===== config.mk =====
export PLATFORM = sky130hd
export DESIGN_NAME = swmf_front
export DESIGN_NICKNAME = d
export VERILOG_FILES = /design/src/hw/rtl/swmf_pkg.sv /design/src/hw/rtl/swmf_front.sv
export VERILOG_INCLUDE_DIRS = /design/src /design/src/hw/rtl
export SDC_FILE = /design/constraint.sdc
export NUM_CORES = 1
export LEC_CHECK = 0
export ABC_AREA = 1
export BUFFER_PORTS_ARGS = -buffer_cell sky130_fd_sc_hd__buf_2
export CORE_ASPECT_RATIO = 0.8
export CORE_MARGIN = 3
export CORE_UTILIZATION = 60
export CTS_CLUSTER_DIAMETER = 50
export DETAILED_ROUTE_END_ITERATION = 8
export GPL_TIMING_DRIVEN = 0
export PLACE_DENSITY_LB_ADDON = 0.1
export SKIP_CTS_REPAIR_TIMING = 1
export SYNTH_ARGS = -nofsm -noshare
export SYNTH_HDL_FRONTEND = slang
export SYNTH_SLANG_ARGS = --single-unit
export TNS_END_PERCENT = 10

===== constraint.sdc =====
create_clock -name clk_i -period 9.21 [get_ports clk_i]
set_input_delay 0.4605 -clock clk_i [delete_from_list [all_inputs] [get_ports clk_i]]
set_output_delay 0.4605 -clock clk_i [all_outputs]
set_load 0.02 [all_outputs]

===== src/hw/rtl/side_window_median_filter_defines.svh =====
// ----------------------------------------------------------------------------
// side window median filter assertion macros
// Concurrent assertion wrappers on clk_i and rst_ni, removed by NO_ASSERTIONS.
// ----------------------------------------------------------------------------
`ifndef SIDE_WINDOW_MEDIAN_FILTER_DEFINES_SVH
`define SIDE_WINDOW_MEDIAN_FILTER_DEFINES_SVH
`ifndef NO_ASSERTIONS
`define SWMF_ASSERT(name, prop) \
  name: assert property (@(posedge clk_i) disable iff (!rst_ni) prop) \
    else $error("swmf property violated");
`define SWMF_ASSERT_NEVER(name, expr) \
  name: assert property (@(posedge clk_i) disable iff (!rst_ni) !(expr)) \
    else $error("swmf forbidden condition seen");
`else
`define SWMF_ASSERT(name, prop)
`define SWMF_ASSERT_NEVER(name, expr)
`endif
`endif


===== src/hw/rtl/swmf_pkg.sv =====
// ----------------------------------------------------------------------------
// swmf_pkg
// Shared widths, register codes and request types of the side window filter.
// ----------------------------------------------------------------------------
package swmf_pkg;

  localparam int CFG_W      = 11;
  localparam int CFG_IDX_W  = 2;
  localparam int RAD_W      = 3;
  localparam int COL_W      = 11;
  localparam int ROW_W      = 10;
  localparam int SLOT_W     = 5;
  localparam int CH_W       = 8;
  localparam int NUM_CH     = 3;
  localparam int PIX_W      = 24;
  localparam int SIDE_W     = 3;
  localparam int NUM_SIDES  = 8;
  localparam int LAG_W      = 15;
  localparam int ERR_W      = 10;
  localparam int MAX_HEIGHT = 1024;

  localparam logic [CFG_W-1:0] RST_WIDTH  = 11'd640;
  localparam logic [CFG_W-1:0] RST_HEIGHT = 11'd480;
  localparam logic [RAD_W-1:0] RST_RADIUS = 3'd1;

  typedef enum logic [CFG_IDX_W-1:0] {
    CFG_WIDTH  = 2'd0,
    CFG_HEIGHT = 2'd1,
    CFG_RADIUS = 2'd2
  } cfg_idx_e;

  // effective (clamped) frame geometry
  typedef struct packed {
    logic [COL_W-1:0] width;
    logic [CFG_W-1:0] height;
    logic [RAD_W-1:0] radius;
  } cfg_t;

  // one output position to be filtered
  typedef struct packed {
    logic [ROW_W-1:0]  row;
    logic [COL_W-1:0]  col;
    logic [SLOT_W-1:0] slot;
    logic              last;
  } job_t;

endpackage


===== src/hw/rtl/swmf_front.sv =====
// ----------------------------------------------------------------------------
// swmf_front
// Configuration, frame position tracking, line store writes and request
// classification into output positions.
// ----------------------------------------------------------------------------
`include "side_window_median_filter_defines.svh"

module swmf_front #(
  parameter int MaxWidth  = 1024,
  parameter int MaxRadius = 4,
  parameter int AddrW     = 14
) (
  input  logic                           clk_i,
  input  logic                           rst_ni,
  input  logic                           cfg_we_i,
  input  logic [swmf_pkg::CFG_IDX_W-1:0] cfg_idx_i,
  input  logic [swmf_pkg::CFG_W-1:0]     cfg_wdata_i,
  input  logic                           in_valid_i,
  output logic                           in_ready_o,
  input  logic                           cmd_i,
  input  logic [swmf_pkg::PIX_W-1:0]     pixel_bgr_i,
  input  logic                           idle_i,
  output swmf_pkg::cfg_t                 cfg_o,
  output logic                           wr_en_o,
  output logic [AddrW-1:0]               wr_addr_o,
  output logic [swmf_pkg::PIX_W-1:0]     wr_data_o,
  output logic                           job_valid_o,
  output swmf_pkg::job_t                 job_o
);

  localparam int StoreRows = 2 * MaxRadius + 1;

  logic [swmf_pkg::CFG_W-1:0]  width_q;
  logic [swmf_pkg::CFG_W-1:0]  height_q;
  logic [swmf_pkg::RAD_W-1:0]  radius_q;

  logic [swmf_pkg::COL_W-1:0]  in_x_q;
  logic [swmf_pkg::ROW_W-1:0]  in_y_q;
  logic [swmf_pkg::SLOT_W-1:0] in_slot_q;
  logic                        in_done_q;
  logic [swmf_pkg::COL_W-1:0]  out_x_q;
  logic [swmf_pkg::ROW_W-1:0]  out_y_q;
  logic [swmf_pkg::SLOT_W-1:0] out_slot_q;
  logic [swmf_pkg::LAG_W-1:0]  pend_q;

  logic [swmf_pkg::RAD_W-1:0]  r;
  logic [swmf_pkg::COL_W-1:0]  w;
  logic [swmf_pkg::CFG_W-1:0]  h;
  logic [swmf_pkg::COL_W-1:0]  w_m1;
  logic [swmf_pkg::CFG_W-1:0]  h_m1;
  logic [swmf_pkg::LAG_W-1:0]  lag;
  logic [swmf_pkg::LAG_W-1:0]  pend_inc;
  logic                        fire;
  logic                        is_pix;
  logic                        in_last;
  logic                        out_last;
  logic                        emit;
  logic                        cfg_hit;

  // clamped geometry
  always_comb begin
    if (radius_q == '0) begin
      r = swmf_pkg::RAD_W'(1);
    end else if (int'(radius_q) > MaxRadius) begin
      r = swmf_pkg::RAD_W'(MaxRadius);
    end else begin
      r = radius_q;
    end
    if (width_q < swmf_pkg::COL_W'(r) + swmf_pkg::COL_W'(1)) begin
      w = swmf_pkg::COL_W'(r) + swmf_pkg::COL_W'(1);
    end else if (int'(width_q) > MaxWidth) begin
      w = swmf_pkg::COL_W'(MaxWidth);
    end else begin
      w = width_q;
    end
    if (height_q < swmf_pkg::CFG_W'(r) + swmf_pkg::CFG_W'(1)) begin
      h = swmf_pkg::CFG_W'(r) + swmf_pkg::CFG_W'(1);
    end else if (int'(height_q) > swmf_pkg::MAX_HEIGHT) begin
      h = swmf_pkg::CFG_W'(swmf_pkg::MAX_HEIGHT);
    end else begin
      h = height_q;
    end
  end

  assign w_m1 = w - swmf_pkg::COL_W'(1);
  assign h_m1 = h - swmf_pkg::CFG_W'(1);
  assign lag  = swmf_pkg::LAG_W'(r) * swmf_pkg::LAG_W'(w) + swmf_pkg::LAG_W'(r);

  assign cfg_o.width  = w;
  assign cfg_o.height = h;
  assign cfg_o.radius = r;

  assign in_ready_o = idle_i;
  assign fire       = in_valid_i && in_ready_o;
  assign is_pix     = fire && !cmd_i && !in_done_q;
  assign pend_inc   = pend_q + swmf_pkg::LAG_W'(1);
  assign in_last    = (in_x_q == w_m1) && (swmf_pkg::CFG_W'(in_y_q) == h_m1);
  assign out_last   = (out_x_q == w_m1) && (swmf_pkg::CFG_W'(out_y_q) == h_m1);
  assign emit       = is_pix ? ((pend_inc > lag) || in_last) : (fire && in_done_q);
  assign cfg_hit    = cfg_we_i && (cfg_idx_i == swmf_pkg::CFG_WIDTH
                      || cfg_idx_i == swmf_pkg::CFG_HEIGHT
                      || cfg_idx_i == swmf_pkg::CFG_RADIUS);

  assign wr_en_o   = is_pix;
  assign wr_addr_o = AddrW'(in_slot_q) * AddrW'(MaxWidth) + AddrW'(in_x_q);
  assign wr_data_o = pixel_bgr_i;

  assign job_valid_o = emit;
  assign job_o.row   = out_y_q;
  assign job_o.col   = out_x_q;
  assign job_o.slot  = out_slot_q;
  assign job_o.last  = out_last;

  always_ff @(posedge clk_i or negedge rst_ni) begin
    if (!rst_ni) begin
      width_q    <= swmf_pkg::RST_WIDTH;
      height_q   <= swmf_pkg::RST_HEIGHT;
      radius_q   <= swmf_pkg::RST_RADIUS;
      in_x_q     <= '0;
      in_y_q     <= '0;
      in_slot_q  <= '0;
      in_done_q  <= 1'b0;
      out_x_q    <= '0;
      out_y_q    <= '0;
      out_slot_q <= '0;
      pend_q     <= '0;
    end else if (cfg_we_i) begin
      unique case (cfg_idx_i)
        swmf_pkg::CFG_WIDTH:  width_q  <= cfg_wdata_i;
        swmf_pkg::CFG_HEIGHT: height_q <= cfg_wdata_i;
        swmf_pkg::CFG_RADIUS: radius_q <= cfg_wdata_i[swmf_pkg::RAD_W-1:0];
        default: ;
      endcase
      if (cfg_hit) begin
        in_x_q     <= '0;
        in_y_q     <= '0;
        in_slot_q  <= '0;
        in_done_q  <= 1'b0;
        out_x_q    <= '0;
        out_y_q    <= '0;
        out_slot_q <= '0;
        pend_q     <= '0;
      end
    end else begin
      if (is_pix) begin
        if (in_last) begin
          in_done_q <= 1'b1;
          in_x_q    <= '0;
          in_y_q    <= '0;
          in_slot_q <= '0;
        end else if (in_x_q == w_m1) begin
          in_x_q    <= '0;
          in_y_q    <= in_y_q + swmf_pkg::ROW_W'(1);
          in_slot_q <= (int'(in_slot_q) == StoreRows - 1) ? '0
                       : in_slot_q + swmf_pkg::SLOT_W'(1);
        end else begin
          in_x_q <= in_x_q + swmf_pkg::COL_W'(1);
        end
      end
      if (is_pix && !emit) begin
        pend_q <= pend_inc;
      end else if (emit && !is_pix) begin
        pend_q <= pend_q - swmf_pkg::LAG_W'(1);
      end
      if (emit) begin
        if (out_x_q == w_m1) begin
          out_x_q    <= '0;
          out_y_q    <= out_y_q + swmf_pkg::ROW_W'(1);
          out_slot_q <= (int'(out_slot_q) == StoreRows - 1) ? '0
                        : out_slot_q + swmf_pkg::SLOT_W'(1);
        end else begin
          out_x_q <= out_x_q + swmf_pkg::COL_W'(1);
        end
        if (out_last) begin
          in_x_q     <= '0;
          in_y_q     <= '0;
          in_slot_q  <= '0;
          in_done_q  <= 1'b0;
          out_x_q    <= '0;
          out_y_q    <= '0;
          out_slot_q <= '0;
          pend_q     <= '0;
        end
      end
    end
  end

  `SWMF_ASSERT(a_pend_within_lag, pend_q <= lag)

endmodule


==> key figures, run 1 <==
Layout
  – Final Instance Count excl. Fillers: 1843
  – Synthesis-to-finish area growth: 11.92%
  – Finished Core Util: 0.7032
  – Final Cell Area: approximately 0.011 sq mm
  – Fraction of layout cells with a size suffix above 1: 0.1568
  – Commonest non-fill, non-tap cell in the layout: nand2_1
  – Net count reported at finish: approximately 1700
  – Ant. Diodes: 0
  – Most frequent cells in the layout: nand2_1 (435), inv_1 (182), nand3_1 (167)

GRT
  – Initial antenna violation count: 0
  – GRT overflow: 0
  – First-pass GRT wire length: about 46000 um
  – Largest net degree at the start of global routing: between 50 and 60
  – Vias in the first global route: about 9000
  – GRT Util Overall: 0.3208

Detailed routing
  – DRC: 0
  – Average vias per placed instance: 5.542
  – Routed Wire Length: 28520 um
  – DRT iter0 DRCs: 1094
  – Post-route ant nets: 0
  – Wire length per cell: 15.48 um
  – Drt pass-1 iters: 6
  – DR vias: 10210

Worst setup path
  – Crit path kind: flop to output pin
  – Worst setup startpoint: radius_q[2]$_DFFE_PN0P_
  – CP Capture Type: output pin
  – CP arrival: 8.10 ns
  – Crit path max fanout: 10
  – CP Launch Type: flop
  – Reg2Reg Depth: between 40 and 50
  – Most common cell on crit path: a21oi_1
  – Crit path max-delay cell type: fa_1
  – Req. time, crit path: between 8 and 9 ns
  – Peak per-stage delay on the critical path: between 0.5 and 0.6 ns
  – Reg2Reg Setup Slack: 1.01 ns
  – FF-to-FF End: in_y_q[8]$_DFFE_PN0P_
  – Reg2reg start: radius_q[2]$_DFFE_PN0P_

Placed design
  – Placed cell area: between 0.01 and 0.015 sq mm
  – Port-buffer cells: around 110
  – Worst slack, placed: between 0.4 and 0.5 ns
  – Dpl cells: about 1800
  – DP HPWL: 22760 um
  – Routability cong.: a little under 1

Clock network
  – CTS tree: built
  – Clock sinks: 93
  – Root Buffer: clkbuf_16
  – Clock Path Buffers: 2
  – Clock slew at reported path FFs: about 0.07 ns
  – H-tree depth: 3
  – Worst-Skew Late Latency: ~0.36 ns
  – TritonCTS Buffers: 9

STA
  – Max Clk Rate: approximately 120 MHz
  – Setup Skew: 0.005903 ns
  – Worst Tran Pin Value: approximately 1.3 ns
  – Fin crit period: ~8.6 ns
  – Setup TNS: 0 ns
  – Pins Over Slew Limit: 0
  – Period utilization: 0.9290
  – Hold Vio Cnt, Final: 0
  – Setup-failing EPs final: 0
  – Unrepaired setup endpoints after global routing: no
  – Final hold slack: about 0.11 ns
  – Setup WS post-layout: between 0.6 and 0.7 ns
  – Worst slew margin: 0.1447

Yosys
  – Post-synth design cell area: approximately 0.0097 sq mm
  – Post-Syn Nets: 1619
  – Sequential element share of the synthesized area: 0.2412
  – Number of enable flip-flop cells after synthesis: 0
  – Asr flop ratio synth: 1.000
  – Syn Inst Count: between 1500 and 2000
  – Unique cell type count in the Yosys netlist: 46
  – FF+latch count, synth: between 90 and 100
  – Top_reg_cell synth: dfrtp_1
  – Synth warnings: 0
  – Syn Area/Cell: 6.435 sq um

Power
  – Post-layout total power: around 2.1 mW
  – Power density over the cells: 191.7 mW/mm^2
  – Max VDD drop: 0.1137 mV
  – Lkg Pwr: 6.019 nW

Die
  – Die height: 119.6 um
  – # IOs: approximately 140
  – Initial core utilization: 0.6282
  – Die area: around 0.018 sq mm
  – Core area: around 0.015 sq mm
  – Core Rows: 40
  – Die X: roughly 150 um

Run
  – Max-cap violations: 0

Hold path
  – Hold crit path type: input port to asynchronous set/reset pin

Status
  – Status: completed
## synthesized netlist by cell type (14+ instances only)
master      n  share of area
nand2_1   435           0.17
nor2_1    160          0.062
xor2_1     46          0.042
nand2_2    16          0.010
nand3_1   167          0.086
inv_1     182          0.071
dfrtp_1    86           0.22
ha_1       60          0.078
buf_4      43          0.033
a21oi_1    29          0.015
clkbuf_1   25         0.0097
nor3_1     26          0.013
xnor2_1    14          0.013
nand4_1    43          0.028
o21ai_0    54          0.028
## how the worst max path moves through the flow
stage,end,slack (ns),depth (start not counted)
3_3_place_gp,pend_q[11]$_DFFE_PN0P_,0.67,42
5_1_grt,job_valid_o,0.001,40
4_1_cts,job_valid_o,0.09,39
3_5_place_dp,pend_q[1]$_DFFE_PN0P_,0.48,42
2_1_floorplan,job_valid_o,1.78,38
6_report,job_valid_o,0.65,39
## sequential cells by signal, summed over array words and instances (netlist names), 3 cells and up
signal / flops
radius_q: 3
out_slot_q: 5
height_q: 11
in_x_q: 11
pend_q: 15
width_q: 11
out_x_q: 11
in_y_q: 10
in_slot_q: 5
out_y_q: 10
## final cells by class
cell class	instances	area, sq um
multi-input combinational	1143	6160
timing repair buffer	112	585.6
tap	210	262.8
sequential	93	2337
buffer	78	499.2
inverter	191	719.4
clock inverter	6	46.29
fill	1408	4576
clock buffer	10	229.0
## report_power, final
| part | leakage (nW) | internal (mW) | switching (mW) | total (mW) |
|---|---|---|---|---|
| sequential | 1.22 | 0.474 | 0.0935 | 0.568 |
| clock | 0.130 | 0.186 | 0.178 | 0.364 |
| combinational | 4.67 | 0.390 | 0.756 | 1.15 |
## metal layers
metal	vias up	routed length, um	track usage	share of wire
li1	5025	-	-	-
met1	4667	13600	0.5035	0.48
met2	493	11660	0.4574	0.41
met3	28	2848	0.06493	0.10
met4	0	411	0.05828	0.014
met5	-	0	0	0
## cells by family after synthesis
group | share of synthesized area
xor+xnor | 0.05426
compound gates | 0.06861
buf+inv | 0.1257
flops | 0.2412
simple gates | 0.4096
fa+ha+maj | 0.1003
other cells | 0.0003872
## critical path, delay by kind of cell, from the launching register on
kind / cells / cell delay [ns]
buf+inv: 8 / 1.05
simple gates: 9 / 1.10
fa+ha+maj: 6 / 2.36
compound gates: 14 / 2.35
flops: 1 / 0.49
xor+xnor: 2 / 0.35
No activity file was read; power rests on OpenSTA's default activity.
==> inputs of run 2 (changes only) <==
--- a/config.mk
+++ b/config.mk
@@ -8,7 +8,6 @@
 export LEC_CHECK = 0
 export ABC_AREA = 1
 export BUFFER_PORTS_ARGS = -buffer_cell sky130_fd_sc_hd__buf_2
-export CORE_ASPECT_RATIO = 0.8
 export CORE_MARGIN = 3
 export CORE_UTILIZATION = 60
 export CTS_CLUSTER_DIAMETER = 50
@@ -16,6 +15,7 @@
 export GPL_TIMING_DRIVEN = 0
 export PLACE_DENSITY_LB_ADDON = 0.1
 export SKIP_CTS_REPAIR_TIMING = 1
+export SLEW_MARGIN = 40
 export SYNTH_ARGS = -nofsm -noshare
 export SYNTH_HDL_FRONTEND = slang
 export SYNTH_SLANG_ARGS = --single-unit
==> key figures, run 2 (synthesis gave the netlist of run 1 again) <==
Status
  – Failing checks: hold timing
  – Status: complete, but fails checks (was completed)

Layout
  – Ant. Diodes: 0 (unchanged)
  – Commonest non-fill, non-tap cell in the layout: nand2_1 (unchanged)
  – Final Instance Count excl. Fillers: 1844 (was 1843)
  – Multi-input logic area: 0.006161 sq mm (was 0.006160 sq mm)
  – Fraction of layout cells with a size suffix above 1: 0.1568 (unchanged)
  – Register area: 0.002337 sq mm (unchanged)
  – Fill cells: 1413 (was 1408)
  – Reg with most FFs: pend_q (unchanged)
  – Largest register FFs: 15 (unchanged)
  – Most frequent cells in the layout: nand2_1 (435), inv_1 (182), nand3_1 (167) (unchanged)
  – Net count reported at finish: 1742 (unchanged)
  – Finished Core Util: 0.7032 (about the same)
  – Synthesis-to-finish area growth: 12.43% (was 11.92%)

Worst setup path
  – Crit path max fanout: 10 (unchanged)
  – CP arrival: 8.20 ns (was 8.10 ns)
  – CP Launch Type: flop (unchanged)
  – Req. time, crit path: 8.75 ns (about the same)
  – Crit path max-delay cell type: fa_1 (unchanged)
  – Crit path kind: flop to output pin (unchanged)
  – Reg2Reg Setup Slack: 0.90 ns (was 1.01 ns)
  – Most common cell on crit path: nand2_1 (was a21oi_1)
  – Peak per-stage delay on the critical path: 0.54 ns (about the same)
  – CP Capture Type: output pin (unchanged)

Clock network
  – CTS tree: built (unchanged)
  – Worst-Skew Late Latency: 0.36 ns (about the same)
  – Clock Path Buffers: 2 (unchanged)
  – Clock slew at reported path FFs: 0.07 ns (about the same)
  – H-tree depth: 3 (unchanged)
  – Root Buffer: clkbuf_16 (unchanged)
  – TritonCTS Buffers: 9 (unchanged)
  – Clock sinks: 93 (unchanged)

Die
  – Die X: 133.0 um (was 148.0 um)
  – Core Rows: 45 (was 40)
  – Core area: 0.01548 sq mm (was 0.01541 sq mm)
  – # IOs: 136 (unchanged)
  – Die area: 0.01770 sq mm (was 0.01771 sq mm)
  – Initial core utilization: 0.6255 (was 0.6282)
  – Die height: 133.0 um (was 119.6 um)

GRT
  – GRT Util Overall: 0.3142 (was 0.3208)
  – GRT overflow: 0 (unchanged)
  – First-pass GRT wire length: 45650 um (was 46140 um)
  – Largest net degree at the start of global routing: 48 (was 51)
  – Initial antenna violation count: 0 (unchanged)
  – Vias in the first global route: 9170 (was 8993)

Power
  – Power density over the cells: 192.0 mW/mm^2 (was 191.7 mW/mm^2)
  – Max VDD drop: 0.1260 mV (was 0.1137 mV)
  – Lkg Pwr: 6.045 nW (was 6.019 nW)

STA
  – Setup TNS: 0 ns (unchanged)
  – Pins Over Slew Limit: 0 (unchanged)
  – Final hold slack: -0.005243 ns (was 0.1126 ns)
  – Worst slew margin: 0.4587 (was 0.1447)
  – Setup Skew: 0.009865 ns (was 0.005903 ns)
  – Period utilization: 0.9404 (was 0.9290)
  – Setup-failing EPs final: 0 (unchanged)
  – Worst Tran Pin Value: 0.8075 ns (was 1.273 ns)
  – Unrepaired setup endpoints after global routing: no (unchanged)
  – Hold Vio Cnt, Final: 3 (was 0)
  – Fin crit period: 8.661 ns (was 8.556 ns)
  – Setup WS post-layout: 0.5487 ns (was 0.6535 ns)
  – Max Clk Rate: 115.5 MHz (was 116.9 MHz)

Detailed routing
  – Average vias per placed instance: 5.475 (was 5.542)
  – Routed Wire Length: 27990 um (was 28520 um)
  – DR vias: 10100 (was 10210)
  – DRT iter0 DRCs: 815 (was 1094)
  – Post-route ant nets: 0 (unchanged)
  – Wire length per cell: 15.18 um (was 15.48 um)
  – DRC: 0 (unchanged)
  – Drt pass-1 iters: 5 (was 6)

Placed design
  – Routability cong.: 0.9643 (was 0.9898)
  – DP HPWL: 22440 um (was 22760 um)
  – Port-buffer cells: 111 (unchanged)
  – Dpl cells: 1828 (was 1827)
  – Worst slack, placed: 0.4269 ns (was 0.4789 ns)

Run
  – Max-cap violations: 0 (unchanged)

Hold path
  – Hold crit path type: input port to asynchronous set/reset pin (unchanged)
## run 2: area by class of cell
class                   instances  share of cell area
plain buffers                  78             0.04585
multi-input cells            1143              0.5658
well taps                     211             0.02425
repair buffers                112             0.05447
flip-flops and latches         93              0.2147
inverters                     191             0.06608
clock buffers                  13             0.02482
clock inverters                 3            0.004022
## run 2: where the power goes
group          switching [mW]  internal [mW]
Combinational           0.735          0.389
Clock                   0.169          0.233
Sequential             0.0907          0.474
## run 2: metal layers
metal | vias to the layer above | GRT usage | routed length (um)
met1 | 4672 | 0.4504 | 13120
met5 | - | 0 | 0
li1 | 5036 | - | -
met4 | 0 | 0.1016 | 644
met3 | 42 | 0.03992 | 1664
met2 | 346 | 0.4932 | 12560
## run 2: through the flow
step	power (mW)	hold slack (ns)	cell area [sq um]
finish	2.090	-0.005243	10890
floorplan	1.383	0.1649	9684
global placement	1.642	0.4686	10500
global route	2.269	0.02207	10890
detailed placement	1.671	0.3845	10550
CTS	2.075	0.01110	10870
## run 2: worst paths after layout
path	startpoint	endpoint	depth (start not counted)
max	radius_q[2]$_DFFE_PN0P_	job_valid_o	41
min	rst_ni	pend_q[6]$_DFFE_PN0P_	1
max reg2reg	radius_q[2]$_DFFE_PN0P_	in_y_q[8]$_DFFE_PN0P_	44
min reg2reg	width_q[8]$_DFFE_PN0P_	width_q[8]$_DFFE_PN0P_	2
max in group asynchronous	rst_ni	height_q[6]$_DFFE_PN1P_	2
min in group clk_i	cfg_wdata_i[7]	height_q[7]$_DFFE_PN1P_	3
## run 2: worst max-delay path, delay by kind of cell, from the launching register on
kind	cells	cell delay (ns)
AO/OA/AOI/OAI	13	2.40
adder cells (fa/ha/maj)	6	2.35
AND/OR/NAND/NOR	11	1.20
buffers and inverters	9	1.06
flip-flops	1	0.48
XOR/XNOR	2	0.34
==> inputs of run 3 (changes only) <==
--- a/config.mk
+++ b/config.mk
@@ -6,10 +6,9 @@
 export SDC_FILE = /design/constraint.sdc
 export NUM_CORES = 1
 export LEC_CHECK = 0
-export ABC_AREA = 1
 export BUFFER_PORTS_ARGS = -buffer_cell sky130_fd_sc_hd__buf_2
 export CORE_MARGIN = 3
-export CORE_UTILIZATION = 60
+export CORE_UTILIZATION = 59
 export CTS_CLUSTER_DIAMETER = 50
 export DETAILED_ROUTE_END_ITERATION = 8
 export GPL_TIMING_DRIVEN = 0
==> key figures, run 3 <==
Yosys
  – Sequential element share of the synthesized area: 0.2595 (was 0.2412)
  – Cell with the most instances after synthesis: dfrtp_1 (was nand2_1)
  – Post-Syn Nets: 1194 (was 1619)
  – Number of enable flip-flop cells after synthesis: 0 (unchanged)
  – Syn Inst Count: 1080 (was 1505)
  – Syn Area/Cell: 8.334 sq um (was 6.435 sq um)
  – Unique cell type count in the Yosys netlist: 80 (was 46)
  – Synth warnings: 0 (unchanged)
  – Top cells by area, synth: dfrtp_1 (24%), ha_1 (8.3%), xnor2_1 (4.1%), o21ai_0 (3.7%), nor2_1 (3.4%) (was dfrtp_1 (22%), nand2_1 (17%), nand3_1 (8.6%), ha_1 (7.8%), inv_1 (7.1%))
  – Synth top area share: 0.2391 (was 0.2222)
  – Yosys top cell by area: dfrtp_1 (unchanged)
  – Post-synth design cell area: 0.009001 sq mm (was 0.009684 sq mm)
  – Synth top cells by count: dfrtp_1 (86), nor2_1 (82), nand2_1 (80) (was nand2_1 (435), inv_1 (182), nand3_1 (167))
  – Asr flop ratio synth: 1.000 (unchanged)
  – Top_reg_cell synth: dfrtp_1 (unchanged)
  – FF+latch count, synth: 93 (unchanged)

Power
  – Comb power frac: 0.471 (was 0.537)
  – Lkg Pwr: 4.924 nW (was 6.045 nW)
  – Max VDD drop: 0.1377 mV (was 0.1260 mV)
  – Power density over the cells: 173.2 mW/mm^2 (was 192.0 mW/mm^2)
  – Cell internal pwr: 1.041 mW (was 1.096 mW)
  – Sw Share: 0.4220 (was 0.4756)
  – Seq pwr share: 0.286 (was 0.270)
  – Clk pwr share: 0.243 (was 0.192)
  – Sw Pwr: 0.7603 mW (was 0.9942 mW)

Placed design
  – Port-buffer cells: 111 (unchanged)
  – DP HPWL: 19680 um (was 22440 um)
  – Worst slack, placed: -0.9714 ns (was 0.4269 ns)
  – Routability cong.: 0.9653 (was 0.9643)
  – Dpl cells: 1376 (was 1828)

Detailed routing
  – Routed Wire Length: 26020 um (was 27990 um)
  – DR vias: 8856 (was 10100)
  – Average vias per placed instance: 6.317 (was 5.475)
  – Post-route ant nets: 0 (unchanged)
  – DRC: 0 (unchanged)
  – Wire length per cell: 18.56 um (was 15.18 um)
  – Drt pass-1 iters: 7 (was 5)
  – DRT iter0 DRCs: 905 (was 815)

STA
  – Fin crit period: 8.923 ns (was 8.661 ns)
  – Setup-failing EPs final: 0 (unchanged)
  – Period utilization: 0.9688 (was 0.9404)
  – Setup TNS: 0 ns (unchanged)
  – Worst Tran Pin Value: 0.7726 ns (was 0.8075 ns)
  – Pins Over Slew Limit: 0 (unchanged)
  – Setup Skew: 0.01361 ns (was 0.009865 ns)
  – Max Clk Rate: 112.1 MHz (was 115.5 MHz)
  – Final hold slack: 0.3506 ns (was -0.005243 ns)
  – Hold Vio Cnt, Final: 0 (was 3)
  – Worst slew margin: 0.4779 (was 0.4587)
  – Setup WS post-layout: 0.2873 ns (was 0.5487 ns)

Die
  – Die area: 0.01677 sq mm (was 0.01770 sq mm)
  – Initial core utilization: 0.6101 (was 0.6255)
  – Core area: 0.01475 sq mm (was 0.01548 sq mm)
  – Die X: 129.5 um (was 133.0 um)
  – # IOs: 136 (unchanged)
  – Die height: 129.5 um (was 133.0 um)
  – Core Rows: 44 (was 45)

Layout
  – Fill cells: 1248 (was 1413)
  – Most frequent cells in the layout: buf_2 (113), dfrtp_1 (85), nor2_1 (82) (was nand2_1 (435), inv_1 (182), nand3_1 (167))
  – Fraction of layout cells with a size suffix above 1: 0.2151 (was 0.1568)
  – Final Instance Count excl. Fillers: 1402 (was 1844)
  – Largest register FFs: 15 (unchanged)
  – Synthesis-to-finish area growth: 15.55% (was 12.43%)
  – Net count reported at finish: 1327 (was 1742)
  – Reg with most FFs: pend_q (unchanged)
  – Commonest non-fill, non-tap cell in the layout: buf_2 (was nand2_1)
  – Ant. Diodes: 0 (unchanged)

Worst setup path
  – CP arrival: 8.46 ns (was 8.20 ns)
  – Crit path max fanout: 10 (unchanged)
  – Reg2reg start: radius_q[2]$_DFFE_PN0P_ (unchanged)
  – Worst setup startpoint: radius_q[2]$_DFFE_PN0P_ (unchanged)
  – FF-to-FF End: pend_q[3]$_DFFE_PN0P_ (was in_y_q[8]$_DFFE_PN0P_)
  – CP Launch Type: flop (unchanged)
  – CP Capture Type: output pin (unchanged)
  – Reg2Reg Depth: 43 (was 44)
  – Req. time, crit path: 8.75 ns (about the same)
  – Peak per-stage delay on the critical path: 0.48 ns (was 0.54 ns)
  – Reg2Reg Setup Slack: 0.37 ns (was 0.90 ns)
  – Crit path max-delay cell type: fa_1 (unchanged)
  – CP Capture Point: job_valid_o (unchanged)
  – Crit path kind: flop to output pin (unchanged)

GRT
  – Largest net degree at the start of global routing: 67 (was 48)
  – Vias in the first global route: 7842 (was 9170)
  – GRT Util Overall: 0.3031 (was 0.3142)
  – Initial antenna violation count: 2 (was 0)
  – First-pass GRT wire length: 40790 um (was 45650 um)
  – GRT overflow: 0 (unchanged)

Clock network
  – TritonCTS Buffers: 9 (unchanged)
  – Root Buffer: clkbuf_16 (unchanged)
  – Clock sinks: 93 (unchanged)
  – H-tree depth: 3 (unchanged)
  – Clock Path Buffers: 2 (unchanged)
  – CTS tree: built (unchanged)
  – Worst-Skew Late Latency: 0.36 ns (about the same)
  – Clock slew at reported path FFs: 0.07 ns (about the same)

Hold path
  – Hold crit path type: input port to flop (was input port to asynchronous set/reset pin)
  – HP Start: cfg_wdata_i[4]

Status
  – Status: completed (was complete, but fails checks)

Run
  – Max-cap violations: 0 (unchanged)
[run 3: cell types whose count changed in the layout (fill, tap and decap cells not counted), sizes merged, moves of 28 or more]
cell,previous run,this run
and3,1,33
xnor2,14,42
inv,190,69
nor2,174,82
nand3,175,34
nand2,456,80
[run 3: worst min-delay path by stage]
stage,end,slack (ns),cells after the start
final,width_q[4]$_DFFE_PN0P_,0.35,2
after global routing,width_q[3]$_DFFE_PN0P_,0.35,2
after CTS,in_slot_q[2]$_DFFE_PN0P_,-0.06,1
after detailed placement,in_slot_q[2]$_DFFE_PN0P_,0.33,1
after global placement,out_slot_q[4]$_DFFE_PN0P_,0.49,1
after floorplan,height_q[0]$_DFFE_PN0P_,0.16,0
[run 3: layout make-up]
class / count / area, sq um / area share
plain buffers: 88 / 519.2 / 0.04992
clock inverters: 6 / 100.1 / 0.009624
flip-flops and latches: 93 / 2337 / 0.2247
multi-input cells: 829 / 6036 / 0.5803
inverters: 69 / 261.5 / 0.02514
clock buffers: 10 / 239.0 / 0.02298
well taps: 184 / 230.2 / 0.02213
repair buffers: 123 / 678.2 / 0.06520
[run 3: through the flow]
stage	utilization	power [mW]	area [sq um]
floorplan	-	1.092	9001
CTS	0.6911	1.755	10200
finish	0.7050	1.802	10400
global placement	0.6633	1.299	9787
detailed placement	0.6681	1.319	9857
global route	0.7050	1.912	10400
[run 3: kinds of logic after synthesis]
logic type      synth area share
xor+xnor                 0.07173
other cells            0.0004166
compound gates            0.2107
flops                     0.2595
simple gates              0.2178
mux                      0.04573
fa+ha+maj                 0.1079
buf+inv                  0.08618
[run 3: critical path, delay by kind of cell (launching register included)]
| family | cells | cell delay (ns) |
|---|---|---|
| AO/OA/AOI/OAI | 19 | 3.58 |
| adder cells (fa/ha/maj) | 6 | 2.10 |
| buffers and inverters | 8 | 1.09 |
| flip-flops | 1 | 0.45 |
| AND/OR/NAND/NOR | 6 | 0.85 |
[run 3: power groups by stage]
| stage | Sequential, mW | Clock (mW) | Combinational (mW) |
|---|---|---|---|
| 6_report | 0.515 | 0.437 | 0.849 |
| 5_1_grt | 0.522 | 0.453 | 0.937 |
| 4_1_cts | 0.510 | 0.437 | 0.808 |
| 3_5_place_dp | 0.517 | 0 | 0.802 |
| 3_3_place_gp | 0.515 | 0 | 0.784 |
| 2_1_floorplan | 0.515 | 0 | 0.578 |
[run 3: layer usage]
layer	global-route usage	wire length, um	vias to the layer above
met5	0	16	-
met4	0.07518	520	4
met3	0.05111	2318	55
met2	0.4768	11760	454
met1	0.4379	11410	4178
li1	-	-	4165
